File: src/rtl/core/wbpd_pkg.sv
package wbpd_pkg;

  localparam int FRAME_COUNT_BITS = 24;
  localparam int BIN_COUNT_BITS   = 16;
  localparam int SAMPLE_BITS      = 24;
  localparam int SUM_BITS         = FRAME_COUNT_BITS + BIN_COUNT_BITS + 1;
  localparam int CFG_DATA_BITS    =
    (FRAME_COUNT_BITS > BIN_COUNT_BITS) ? FRAME_COUNT_BITS : BIN_COUNT_BITS;

  localparam logic [SAMPLE_BITS-1:0] FULL_SCALE = {1'b1, {(SAMPLE_BITS-1){1'b0}}};

  typedef enum logic [0:0] {
    CFG_CLIP_FRAMES = 1'b0,
    CFG_BIN_REQUEST = 1'b1
  } wbpd_cfg_index_t;

  typedef struct packed {
    logic                     write_enable;
    wbpd_cfg_index_t          index;
    logic [CFG_DATA_BITS-1:0] data;
  } wbpd_cfg_t;

  typedef struct packed {
    logic signed [SAMPLE_BITS-1:0] left_sample;
    logic signed [SAMPLE_BITS-1:0] right_sample;
  } wbpd_in_t;

  typedef struct packed {
    logic [SAMPLE_BITS-1:0]    bin_peak;
    logic [BIN_COUNT_BITS-1:0] bin_number;
    logic                      final_bin;
  } wbpd_out_t;

endpackage

File: src/rtl/core/wbpd_frame_peak.sv
module wbpd_frame_peak (
  input  wbpd_pkg::wbpd_in_t                frame,
  output logic [wbpd_pkg::SAMPLE_BITS-1:0]  frame_peak
);
  import wbpd_pkg::*;

  function automatic logic [SAMPLE_BITS-1:0] magnitude(input logic [SAMPLE_BITS-1:0] u);
    logic [SAMPLE_BITS-1:0] v;
    v = u[SAMPLE_BITS-1] ? (~u + SAMPLE_BITS'(1)) : u;
    if (v > FULL_SCALE) begin
      v = FULL_SCALE;
    end
    return v;
  endfunction

  logic [SAMPLE_BITS-1:0] left_mag;
  logic [SAMPLE_BITS-1:0] right_mag;

  assign left_mag   = magnitude(frame.left_sample);
  assign right_mag  = magnitude(frame.right_sample);
  assign frame_peak = (left_mag > right_mag) ? left_mag : right_mag;

endmodule

File: src/rtl/core/wbpd_bin_tracker.sv
module wbpd_bin_tracker (
  input  logic                              clk,
  input  logic                              rst,
  input  wbpd_pkg::wbpd_cfg_t               cfg,
  input  logic                              step,
  input  logic [wbpd_pkg::SAMPLE_BITS-1:0]  frame_peak,
  output logic                              emit,
  output wbpd_pkg::wbpd_out_t               result
);
  import wbpd_pkg::*;

  logic [FRAME_COUNT_BITS-1:0] clip_frames;
  logic [BIN_COUNT_BITS-1:0]   bin_request;
  logic [FRAME_COUNT_BITS-1:0] frames_taken;
  logic [BIN_COUNT_BITS-1:0]   bins_emitted;
  logic [SUM_BITS-1:0]         frame_scaled_sum;
  logic [SUM_BITS-1:0]         bin_edge_sum;
  logic [SAMPLE_BITS-1:0]      running_peak;

  logic [BIN_COUNT_BITS-1:0]   bin_count;
  logic                        active;
  logic [SAMPLE_BITS-1:0]      peak_max;
  logic [SUM_BITS-1:0]         frame_scaled_sum_next;
  logic                        edge_cross;

  always_comb begin
    if (FRAME_COUNT_BITS'(bin_request) < clip_frames) begin
      bin_count = bin_request;
    end else begin
      bin_count = clip_frames[BIN_COUNT_BITS-1:0];
    end
  end

  assign active = (clip_frames != '0) && (bin_count != '0) && (frames_taken < clip_frames);
  assign peak_max = (frame_peak > running_peak) ? frame_peak : running_peak;
  assign frame_scaled_sum_next = frame_scaled_sum + SUM_BITS'(bin_count);
  assign edge_cross = (frame_scaled_sum_next + SUM_BITS'(bin_count)) >
                      (bin_edge_sum + SUM_BITS'(clip_frames));
  assign emit = step && active && edge_cross;

  assign result.bin_peak   = peak_max;
  assign result.bin_number = bins_emitted;
  assign result.final_bin  =
    ((BIN_COUNT_BITS+1)'(bins_emitted) + (BIN_COUNT_BITS+1)'(1)) ==
    (BIN_COUNT_BITS+1)'(bin_count);

  always_ff @(posedge clk) begin
    if (rst) begin
      clip_frames      <= '0;
      bin_request      <= '0;
      frames_taken     <= '0;
      bins_emitted     <= '0;
      frame_scaled_sum <= '0;
      bin_edge_sum     <= '0;
      running_peak     <= '0;
    end else if (cfg.write_enable) begin
      unique case (cfg.index)
        CFG_CLIP_FRAMES: clip_frames <= cfg.data[FRAME_COUNT_BITS-1:0];
        CFG_BIN_REQUEST: bin_request <= cfg.data[BIN_COUNT_BITS-1:0];
        default: ;
      endcase
      frames_taken     <= '0;
      bins_emitted     <= '0;
      frame_scaled_sum <= '0;
      bin_edge_sum     <= '0;
      running_peak     <= '0;
    end else if (step && active) begin
      frames_taken     <= frames_taken + FRAME_COUNT_BITS'(1);
      frame_scaled_sum <= frame_scaled_sum_next;
      if (edge_cross) begin
        running_peak <= '0;
        bin_edge_sum <= bin_edge_sum + SUM_BITS'(clip_frames);
        bins_emitted <= bins_emitted + BIN_COUNT_BITS'(1);
      end else begin
        running_peak <= peak_max;
      end
    end
  end

`ifndef SYNTHESIS
  // never more bins than the effective count
  a_bins_bounded: assert property (@(posedge clk) disable iff (rst)
    bins_emitted <= bin_count)
    else $error("bins emitted exceed bin count");

  // once every bin is out the clip is over
  a_no_emit_after_last: assert property (@(posedge clk) disable iff (rst)
    (step && !cfg.write_enable && bins_emitted == bin_count) |-> !emit)
    else $error("bin emitted after the last bin");

  // the last bin closes on the last frame of the clip
  a_final_on_last_frame: assert property (@(posedge clk) disable iff (rst)
    (emit && result.final_bin && !cfg.write_enable) |=> (frames_taken == clip_frames))
    else $error("final bin not on last frame");
`endif

endmodule

File: src/rtl/core/waveform_bin_peak_decimator.sv
// One stereo frame is accepted per clock cycle when the result side keeps up. A frame is
// registered in the input register, and its bin result, if the frame closes a bin, is
// registered in the result register as the frame leaves the input register, raising
// peak_valid. The input stalls only while a frame is held and a waiting peak is stalled.
// The per-frame path is the absolute value and max of both samples followed by the 41-bit
// add-and-compare of the bin edge accumulators. Program clip_frames and bin_request while
// idle; each write restarts the clip. Frames past the end of the clip, or while either
// count is zero, are taken and dropped.
module waveform_bin_peak_decimator (
  input  logic                                 clk,
  input  logic                                 rst,
  input  logic                                 frame_valid,
  output logic                                 frame_stall,
  input  wbpd_pkg::wbpd_in_t                   frame,
  output logic                                 peak_valid,
  input  logic                                 peak_stall,
  output wbpd_pkg::wbpd_out_t                  peak,
  input  logic                                 cfg_write_enable,
  input  wbpd_pkg::wbpd_cfg_index_t            cfg_index,
  input  logic [wbpd_pkg::CFG_DATA_BITS-1:0]   cfg_data
);
  import wbpd_pkg::*;

  logic                   stage_valid;
  wbpd_in_t               stage_word;
  logic                   advance;
  logic                   frame_accept;
  logic [SAMPLE_BITS-1:0] frame_peak;
  logic                   emit;
  wbpd_out_t              result;
  wbpd_cfg_t              cfg;

  assign cfg.write_enable = cfg_write_enable;
  assign cfg.index        = cfg_index;
  assign cfg.data         = cfg_data;

  assign advance      = stage_valid && !(peak_valid && peak_stall);
  assign frame_stall  = stage_valid && peak_valid && peak_stall;
  assign frame_accept = frame_valid && !frame_stall;

  wbpd_frame_peak u_frame_peak (
    .frame      (stage_word),
    .frame_peak (frame_peak)
  );

  wbpd_bin_tracker u_bin_tracker (
    .clk        (clk),
    .rst        (rst),
    .cfg        (cfg),
    .step       (advance),
    .frame_peak (frame_peak),
    .emit       (emit),
    .result     (result)
  );

  // input register
  always_ff @(posedge clk) begin
    if (rst) begin
      stage_valid <= 1'b0;
    end else if (frame_accept) begin
      stage_valid <= 1'b1;
    end else if (advance) begin
      stage_valid <= 1'b0;
    end
  end

  always_ff @(posedge clk) begin
    if (frame_accept) begin
      stage_word <= frame;
    end
  end

  // result register
  always_ff @(posedge clk) begin
    if (rst) begin
      peak_valid <= 1'b0;
    end else if (advance && emit) begin
      peak_valid <= 1'b1;
    end else if (!peak_stall) begin
      peak_valid <= 1'b0;
    end
  end

  always_ff @(posedge clk) begin
    if (advance && emit) begin
      peak <= result;
    end
  end

endmodule

File: config.mk
export PLATFORM = sky130hd
export DESIGN_NAME = waveform_bin_peak_decimator
export DESIGN_NICKNAME = d
export VERILOG_FILES = /design/src/rtl/core/wbpd_pkg.sv /design/src/rtl/core/wbpd_frame_peak.sv /design/src/rtl/core/wbpd_bin_tracker.sv /design/src/rtl/core/waveform_bin_peak_decimator.sv
export SDC_FILE = /design/constraint.sdc
export NUM_CORES = 1
export LEC_CHECK = 0
export BUFFER_PORTS_ARGS = -buffer_cell sky130_fd_sc_hd__buf_2
export CAP_MARGIN = 20
export CELL_PAD_IN_SITES_DETAIL_PLACEMENT = 0
export CELL_PAD_IN_SITES_GLOBAL_PLACEMENT = 1
export CORE_MARGIN = 10
export CORE_UTILIZATION = 40
export CTS_CLUSTER_DIAMETER = 60
export DETAILED_ROUTE_END_ITERATION = 8
export PLACE_DENSITY = 0.75
export REMOVE_ABC_BUFFERS = 1
export SYNTH_ARGS = -nofsm -noshare
export SYNTH_HDL_FRONTEND = slang
export SYNTH_SLANG_ARGS = --single-unit
File: constraint.sdc
create_clock -name clk -period 16.7 [get_ports clk]
set_input_delay 2.505 -clock clk [delete_from_list [all_inputs] [get_ports clk]]
set_output_delay 2.505 -clock clk [all_outputs]
set_load 0.03 [all_outputs]
==> impl_metrics.json, run 1 <==
{
  "ff2ff_path_depth": 37,
  "syn_area_um2": 20200,
  "drt-total-wl_mm": 60.0,
  "start_util_pct": 40.4,
  "maxSlewViolCount": 0,
  "switching_share_pct": 30.1,
  "yosys_most_used_dff": "dfxtp_1",
  "die_w_um": 245,
  "port_buffers": 120,
  "path_class": "flop to flop",
  "post_cts_resize_count": 0,
  "r2r_setup_slack_ns": 5.95,
  "pwr-share-seq_pct": 36.5,
  "place.gp.congestion": 0.888,
  "cts_tree": "yes",
  "area_delta_synth_final_pct": 12.9,
  "final.setup.tns_ns": 0,
  "cap_violations": 0,
  "pwr-share-clk_pct": 42.9,
  "synth_edf_count": 89,
  "worst_pin_slew_ns": 1.10,
  "first_iter_violations": 1225,
  "cts_setup_buffers": 0,
  "antenna_found_initial": 1,
  "hp-start": "u_bin_tracker.frame_scaled_sum[12]",
  "power_density_nw_per_um2": 90.0,
  "synth.distinct_cells": 91,
  "insertion_delay_ns": 0.57,
  "cp_data_arrival_time_ns": 11.21,
  "status": "finished clean",
  "vias_per_cell": 5.65,
  "clkTransAtPathRegs_ns": 0.06,
  "grt_max_degree": 72,
  "die-area_um2": 59900,
  "setup_violations": 0,
  "rsz0062_at_grt": "no",
  "antenna_left": 0,
  "cts_hold_buffers": 0,
  "grt-ovfl-total": 0,
  "ys_ff_latch": 277,
  "clk_path_buf_depth": 3,
  "r2r_start": "u_bin_tracker.clip_frames[1]",
  "max_stage_delay_ns": 0.86,
  "hold_path_end": "u_bin_tracker.frame_scaled_sum[12]",
  "p_sw_w": 0.000619,
  "r2r_end": "u_bin_tracker.bins_emitted[14]",
  "die_h_um": 245,
  "vias": 17800,
  "clock_sinks": 277,
  "hold_path_depth": 2,
  "max-vdd-ir-drop_mv": 0.0624,
  "yosysTopAreaCell": "dfxtp_1",
  "grt_pass1_vias": 17000,
  "holdCritPathClass": "flop to flop",
  "design_area_um2": 22800,
  "ys_warn_count": 0,
  "final_util_pct": 45.6,
  "ys_seq_area_share_pct": 31.8,
  "place_area_um2": 21400,
  "power.leakage_nw": 8.94,
  "io_pins": 121,
  "fp-row-count": 82,
  "cts-htree-levels": 2,
  "grt_first_pass_wirelength_mm": 94.5,
  "required_ns": 17.15,
  "finalHoldViolations": 0,
  "synth.area.top_cells": "dfxtp_1, edfxtp_1, ha_1",
  "drive_above_1_share_pct": 11.8,
  "relSlewSlack_pct": 26.4,
  "drc_errors": 0,
  "cts_root_buffer": "clkbuf_16",
  "first_pass_iters": 5,
  "synth_area_per_cell_um2": 8.54,
  "final_nets": 2714,
  "ys_async_sr_fraction_pct": 0,
  "period_needed_ns": 10.75,
  "hpwl_mm": 45.6,
  "cts_inserted_buffers": 39,
  "synth_top_area_share_pct": 18.6,
  "grtUsageTotal_pct": 19.5,
  "synth_cells": 2366,
  "combinationalPowerShare_pct": 20.6,
  "wl_per_cell_um": 19.1,
  "setup.worst_path.end_class": "flop",
  "path_max_fanout": 60,
  "p_int_w": 0.00144,
  "fmax_mhz": 93.0,
  "diodes": 0,
  "critPathSlowestCell": "nor4_1",
  "startpoint_type": "flop",
  "post-route-period-util_pct": 64.4,
  "coreArea_um2": 50100,
  "skew_ns": 0.0242
}
## cells in the final DEF, fill, tap and decap left out, types with 24 or more instances in the layout
master     instances
nand2_1          245
dfxtp_1          188
ha_1             187
nor2_1           183
a21oi_1          167
buf_2            120
xnor2_1          117
o21ai_0          107
inv_1            103
edfxtp_1          89
xor2_1            88
nand3_1           65
nand4_1           63
nor3_1            54
a21o_1            47
clkbuf_16         40
mux2i_1           39
and3_1            35
o21a_1            34
nor4_1            33
or3_1             29
a22o_1            25
mux2_2            24
## cell type report
cell class                      count  area (um^2)
Fill cell                        5018        27200
Inverter                          104          392
Clock buffer                       46         1060
Sequential cell                   277         6440
Timing Repair Buffer              137          741
Clock inverter                     24          317
Multi-Input combinational cell   1887        13000
Tap cell                          672          841
## cells in the mapped netlist, types with 39 or more instances
cell      number
clkbuf_1      81
xor2_1        88
nand3_1       65
nor3_1        54
a21oi_1      169
a21o_1        47
xnor2_1      117
ha_1         187
edfxtp_1      89
nor2_1       184
inv_1        103
dfxtp_1      188
nand4_1       63
mux2i_1       39
nand2_1      245
o21ai_0      107
## critical path, delay by kind of cell, from the launching register on
kind	cells	cell delay (ns)
xor+xnor	2	0.31
flops	1	0.45
buf+inv	5	1.47
mux	1	0.45
simple gates	8	2.01
fa+ha+maj	5	1.61
compound gates	16	4.27
## sequential cells by signal, indices dropped and copies added, names as in the netlist, 16 cells and up
name,flops
u_bin_tracker.frame_scaled_sum,41
peak,41
u_bin_tracker.clip_frames,24
u_bin_tracker.bins_emitted,16
u_bin_tracker.running_peak,24
u_bin_tracker.bin_edge_sum,41
u_bin_tracker.bin_request,16
u_bin_tracker.frames_taken,24
stage_word,48
## metrics by stage
stage	setup slack [ns]	power, W	hold slack [ns]	std cells
3_3_place_gp	5.60	0.00118	0.449	3076
5_1_grt	4.96	0.00215	0.483	3147
2_1_floorplan	7.01	0.00105	0.441	2268
6_report	5.95	0.00206	0.463	3147
4_1_cts	5.24	0.00208	0.462	3146
3_5_place_dp	5.29	0.00118	0.453	3076
## layer usage
metal	GRT usage, %	routed length (um)	vias to the layer above
li1	-	-	8799
met1	24.8	27000	8469
met2	32.8	28200	418
met3	3.08	2870	94
met4	7.20	1850	2
met5	0	12	-
## cell families (layout without fill, tap and decap cells)
group | Yosys count | in the layout | share of synthesized area (%)
AND/OR/NAND/NOR | 863 | 863 | 21.5
AO/OA/AOI/OAI | 564 | 564 | 18.6
flip-flops | 277 | 277 | 31.8
XOR/XNOR | 205 | 205 | 8.88
buffers and inverters | 202 | 311 | 3.87
adder cells (fa/ha/maj) | 190 | 190 | 11.9
multiplexers | 65 | 65 | 3.38
## power groups by stage
stage	Clock (W)	Combinational, W	Sequential, W
6_report	0.000882	0.000423	0.000750
5_1_grt	0.000932	0.000470	0.000753
4_1_cts	0.000906	0.000424	0.000750
3_5_place_dp	0	0.000421	0.000764
3_3_place_gp	0	0.000415	0.000764
2_1_floorplan	0	0.000273	0.000773
## worst max path at each step
stage,start,end,cells after the start
2_1_floorplan,stage_word[0],u_bin_tracker.running_peak[10],27
3_3_place_gp,u_bin_tracker.clip_frames[1],u_bin_tracker.bins_emitted[9],36
3_5_place_dp,u_bin_tracker.clip_frames[1],u_bin_tracker.bins_emitted[7],36
4_1_cts,u_bin_tracker.clip_frames[1],u_bin_tracker.bins_emitted[12],36
5_1_grt,u_bin_tracker.clip_frames[1],u_bin_tracker.bins_emitted[13],38
6_report,u_bin_tracker.clip_frames[1],u_bin_tracker.bins_emitted[14],37
Power figures use the tool's default switching activity.
==> inputs of run 2 (changes only) <==
==> constraint.sdc (replaced) <==
create_clock -name clk -period 11.1 [get_ports clk]
set_input_delay 1.665 -clock clk [delete_from_list [all_inputs] [get_ports clk]]
set_output_delay 1.665 -clock clk [all_outputs]
set_load 0.03 [all_outputs]
==> impl_metrics.json, run 2 (same netlist as run 1, synthesis figures left out) <==
{
  "status": "finished clean",
  "max_stage_delay_ns": 0.95,
  "clock_sinks": 277,
  "vias": 17800,
  "post_cts_resize_count": 0,
  "relSlewSlack_pct": 28.2,
  "power.leakage_nw": 8.94,
  "use_met2_pct": 31.5,
  "largest-register": "stage_word",
  "drt-total-wl_mm": 59.0,
  "cts_tree": "yes",
  "worst_pin_slew_ns": 1.06,
  "max-vdd-ir-drop_mv": 0.0991,
  "grt-busiest-layer": "met2",
  "clk_path_buf_depth": 3,
  "final.setup.tns_ns": 0,
  "antenna_left": 0,
  "grt-ovfl-total": 0,
  "diodes": 0,
  "grt_max_degree": 71,
  "cts-htree-levels": 2,
  "rsz0062_at_grt": "no",
  "layout_commonest_cell": "nand2_1",
  "place.gp.congestion": 0.914,
  "setup_violations": 0,
  "grt_first_pass_wirelength_mm": 93.3,
  "p_total_w": 0.00312,
  "grtUsageTotal_pct": 19.1,
  "cts_hold_buffers": 0,
  "finalHoldViolations": 0,
  "first_pass_iters": 5,
  "final_nets": 2714,
  "hold_path_depth": 2,
  "clkTransAtPathRegs_ns": 0.06,
  "ff2ff_path_depth": 35,
  "power_density_nw_per_um2": 136,
  "skew_ns": 0.0254,
  "grt_pass1_vias": 17100,
  "nFillCells": 4921,
  "die-area_um2": 59900,
  "maxSlewViolCount": 0,
  "path_class": "flop to flop",
  "cp_data_arrival_time_ns": 10.57,
  "period_needed_ns": 10.06,
  "mostFrequentLayoutCells": "nand2_1, dfxtp_1, ha_1",
  "first_iter_violations": 1132,
  "die_h_um": 245,
  "io_pins": 121,
  "fp-row-count": 82,
  "port_buffers": 120,
  "die_w_um": 245,
  "fmax_mhz": 99.4,
  "cpMostUsedCell": "ha_1",
  "final_util_pct": 45.6,
  "startpoint_type": "flop",
  "insertion_delay_ns": 0.58,
  "critPathSlowestCell": "and4b_1",
  "required_ns": 11.61,
  "cts_setup_buffers": 0,
  "area_delta_synth_final_pct": 13.0,
  "cts_root_buffer": "clkbuf_16",
  "grt.met3_usage_pct": 3.75,
  "largest_register_ffs": 48,
  "setup.worst_path.end_class": "flop",
  "vias_per_cell": 5.66,
  "drive_above_1_share_pct": 11.7,
  "whs_ns": 0.461,
  "post-route-period-util_pct": 90.6,
  "regArea_um2": 6440,
  "use_met1_pct": 23.9,
  "multi_input_area_um2": 13000,
  "cts_inserted_buffers": 39,
  "coreArea_um2": 50100,
  "hpwl_mm": 44.5,
  "cap_violations": 0,
  "path_max_fanout": 23,
  "drc_errors": 0,
  "wl_per_cell_um": 18.7,
  "start_util_pct": 40.4,
  "holdCritPathClass": "flop to flop",
  "antenna_found_initial": 1
}
run 2: where the power goes:
part | internal (W) | switching, W | leakage [nW] | total (W)
sequential | 0.00109 | 0.0000356 | 2.34 | 0.00113
combinational | 0.000236 | 0.000395 | 5.92 | 0.000631
clock | 0.000844 | 0.000513 | 0.678 | 0.00136
total | 0.00217 | 0.000944 | 8.94 | 0.00312
run 2: metal layers:
metal | part of all wire (%) | up-vias
met5 | 0 | -
met3 | 5.4 | 121
met2 | 46 | 437
met1 | 44 | 8482
li1 | - | 8794
met4 | 4.2 | 0
run 2: metrics by stage:
stage / cell area, um^2 / setup slack, ns / std cells
2_1_floorplan: 19800 / 1.41 / 2268
3_3_place_gp: 21400 / 1.38 / 3077
3_5_place_dp: 21400 / 1.13 / 3077
4_1_cts: 22800 / 1.07 / 3149
5_1_grt: 22800 / 0.195 / 3149
6_report: 22800 / 1.04 / 3149
run 2: path summary, 6_finish.rpt:
check	start	endpoint	slack, ns
worst max register to register	u_bin_tracker.clip_frames[10]	u_bin_tracker.running_peak[17]	1.04
worst min-delay path	u_bin_tracker.frame_scaled_sum[12]	u_bin_tracker.frame_scaled_sum[12]	0.46
worst min register to register	u_bin_tracker.frame_scaled_sum[12]	u_bin_tracker.frame_scaled_sum[12]	0.46
worst max-delay path	u_bin_tracker.clip_frames[10]	u_bin_tracker.running_peak[17]	1.04
run 2: final cells by class:
class	instances	area share [%]
clock buffer	52	4.80
clock inverter	20	1.35
inverter	104	1.71
multi-input combinational	1887	57.1
sequential	277	28.2
tap	672	3.68
timing repair buffer	137	3.19
run 2: worst max-delay path: cells and delay by family (launching register included):
| family | cells | cell delay, ns |
|---|---|---|
| AND/OR/NAND/NOR | 10 | 3.24 |
| AO/OA/AOI/OAI | 15 | 3.63 |
| flip-flops | 1 | 0.49 |
| adder cells (fa/ha/maj) | 5 | 1.62 |
| buffers and inverters | 2 | 0.25 |
| multiplexers | 1 | 0.44 |
| XOR/XNOR | 2 | 0.31 |
==> inputs of run 3 (changes only) <==
--- a/config.mk
+++ b/config.mk
@@ -5,16 +5,18 @@
 export SDC_FILE = /design/constraint.sdc
 export NUM_CORES = 1
 export LEC_CHECK = 0
+export ABC_CLOCK_PERIOD_IN_PS = 11100
 export BUFFER_PORTS_ARGS = -buffer_cell sky130_fd_sc_hd__buf_2
 export CAP_MARGIN = 20
 export CELL_PAD_IN_SITES_DETAIL_PLACEMENT = 0
 export CELL_PAD_IN_SITES_GLOBAL_PLACEMENT = 1
 export CORE_MARGIN = 10
-export CORE_UTILIZATION = 40
+export CORE_UTILIZATION = 38
 export CTS_CLUSTER_DIAMETER = 60
 export DETAILED_ROUTE_END_ITERATION = 8
-export PLACE_DENSITY = 0.75
+export PLACE_DENSITY = 0.72
 export REMOVE_ABC_BUFFERS = 1
+export SETUP_SLACK_MARGIN = 0.1
 export SYNTH_ARGS = -nofsm -noshare
 export SYNTH_HDL_FRONTEND = slang
 export SYNTH_SLANG_ARGS = --single-unit
==> impl_metrics.json, run 3 (same netlist as run 1, synthesis figures left out) <==
{
  "largest-register": "stage_word",
  "area_delta_synth_final_pct": 12.1,
  "holdCritPathClass": "flop to flop",
  "hpwl_mm": 45.1,
  "fp-row-count": 84,
  "setup_violations": 0,
  "final.setup.tns_ns": 0,
  "startpoint_type": "flop",
  "drc_errors": 0,
  "grt_max_degree": 71,
  "max_stage_delay_ns": 0.95,
  "grt_first_pass_wirelength_mm": 93.8,
  "post_cts_resize_count": 0,
  "insertion_delay_ns": 0.56,
  "power_density_nw_per_um2": 131,
  "first_pass_iters": 5,
  "power.leakage_nw": 8.84,
  "path_max_fanout": 23,
  "relSlewSlack_pct": 25.6,
  "first_iter_violations": 837,
  "multi_input_area_um2": 13000,
  "regArea_um2": 6440,
  "use_met1_pct": 22.9,
  "post-route-period-util_pct": 91.2,
  "clock_sinks": 277,
  "worst_pin_slew_ns": 1.10,
  "grtUsageTotal_pct": 18.2,
  "cts_inserted_buffers": 38,
  "use_met2_pct": 31.1,
  "port_buffers": 120,
  "required_ns": 11.59,
  "status": "finished clean",
  "cts-htree-levels": 2,
  "wl_per_cell_um": 18.8,
  "io_pins": 121,
  "mostFrequentLayoutCells": "nand2_1, dfxtp_1, ha_1",
  "layout_commonest_cell": "nand2_1",
  "die_w_um": 251,
  "vias_per_cell": 5.58,
  "period_needed_ns": 10.12,
  "cp_data_arrival_time_ns": 10.61,
  "skew_ns": 0.0138,
  "largest_register_ffs": 48,
  "diodes": 0,
  "final_util_pct": 43.0,
  "path_class": "flop to flop",
  "placed_cells": 3090,
  "cts_hold_buffers": 0,
  "antenna_left": 0,
  "antenna_found_initial": 0,
  "setup.worst_path.end_class": "flop",
  "cts_tree": "yes",
  "drt-total-wl_mm": 59.2,
  "finalHoldViolations": 0,
  "maxSlewViolCount": 0,
  "rsz0062_at_grt": "no",
  "start_util_pct": 38.4,
  "cts_setup_buffers": 0,
  "cap_violations": 0,
  "vias": 17600,
  "grt-ovfl-total": 0,
  "grt_pass1_vias": 17000,
  "final_nets": 2710,
  "place.gp.congestion": 0.873,
  "grt.met3_usage_pct": 2.76,
  "critPathSlowestCell": "and4b_1",
  "finalNonFillerCells": 3158,
  "max-vdd-ir-drop_mv": 0.108,
  "drive_above_1_share_pct": 11.4,
  "die-area_um2": 62800,
  "clk_path_buf_depth": 3,
  "nFillCells": 5216,
  "coreArea_um2": 52700,
  "die_h_um": 251,
  "clkTransAtPathRegs_ns": 0.06,
  "fmax_mhz": 98.8,
  "grt-busiest-layer": "met2",
  "cts_root_buffer": "clkbuf_16"
}
-- run 3: cell types whose count changed in the layout (fill, tap and decap cells not counted) --
| cell | before | now |
|---|---|---|
| clkbuf_8 | 5 | 0 |
| buf_4 | 17 | 13 |
| clkinv_4 | 0 | 4 |
| bufinv_16 | 6 | 3 |
| clkinv_1 | 0 | 3 |
| clkinv_2 | 5 | 8 |
| clkinv_8 | 3 | 0 |
| inv_6 | 3 | 1 |
| buf_12 | 0 | 1 |
| clkbuf_1 | 7 | 6 |
| clkbuf_16 | 40 | 39 |
| clkinvlp_4 | 3 | 4 |
-- run 3: power by group --
part | leakage, nW | internal, W | total, W | switching (W)
Combinational | 5.91 | 0.000236 | 0.000629 | 0.000394
Sequential | 2.34 | 0.00109 | 0.00113 | 0.0000378
Clock | 0.590 | 0.000717 | 0.00121 | 0.000488
-- run 3: stage by stage --
| stage | hold slack (ns) | setup slack, ns | instance area, um^2 | total power [W] |
|---|---|---|---|---|
| floorplan | 0.441 | 1.41 | 19800 | 0.00157 |
| global placement | 0.449 | 1.30 | 21400 | 0.00177 |
| detailed placement | 0.454 | 1.09 | 21400 | 0.00178 |
| CTS | 0.462 | 1.05 | 22700 | 0.00301 |
| global route | 0.486 | 0.200 | 22700 | 0.00312 |
| finish | 0.462 | 0.977 | 22700 | 0.00297 |
-- run 3: final timing paths --
kind	startpoint	end	slack, ns	cells after the start
hold / removal	u_bin_tracker.frame_scaled_sum[10]	u_bin_tracker.frame_scaled_sum[10]	0.46	2
setup reg to reg	u_bin_tracker.clip_frames[1]	u_bin_tracker.running_peak[9]	0.98	34
hold reg to reg	u_bin_tracker.frame_scaled_sum[10]	u_bin_tracker.frame_scaled_sum[10]	0.46	2
setup / recovery	u_bin_tracker.clip_frames[1]	u_bin_tracker.running_peak[9]	0.98	34
-- run 3: layout make-up --
class / instances / area share [%]
clock inverter: 23 / 0.977
sequential: 277 / 28.4
inverter: 104 / 1.73
clock buffer: 45 / 4.41
multi-input combinational: 1887 / 57.5
timing repair buffer: 134 / 3.17
tap: 688 / 3.80
-- run 3: per-layer routing --
metal	up-vias	wire (um)	part of all wire (%)
li1	8800	-	-
met1	8347	26700	45
met2	375	28100	47
met5	-	0	0
met4	0	1730	2.9
met3	91	2720	4.6
-- run 3: critical path, delay by kind of cell (launching register included) --
| kind | cells | cell delay, ns |
|---|---|---|
| AOI/OAI and AO/OA | 16 | 3.95 |
| and+or+nand+nor | 8 | 2.98 |
| xor gates and xnor gates | 2 | 0.31 |
| adders and majority gates | 5 | 1.62 |
| buffers and inverters | 2 | 0.24 |
| muxes | 1 | 0.47 |
| DFF | 1 | 0.47 |
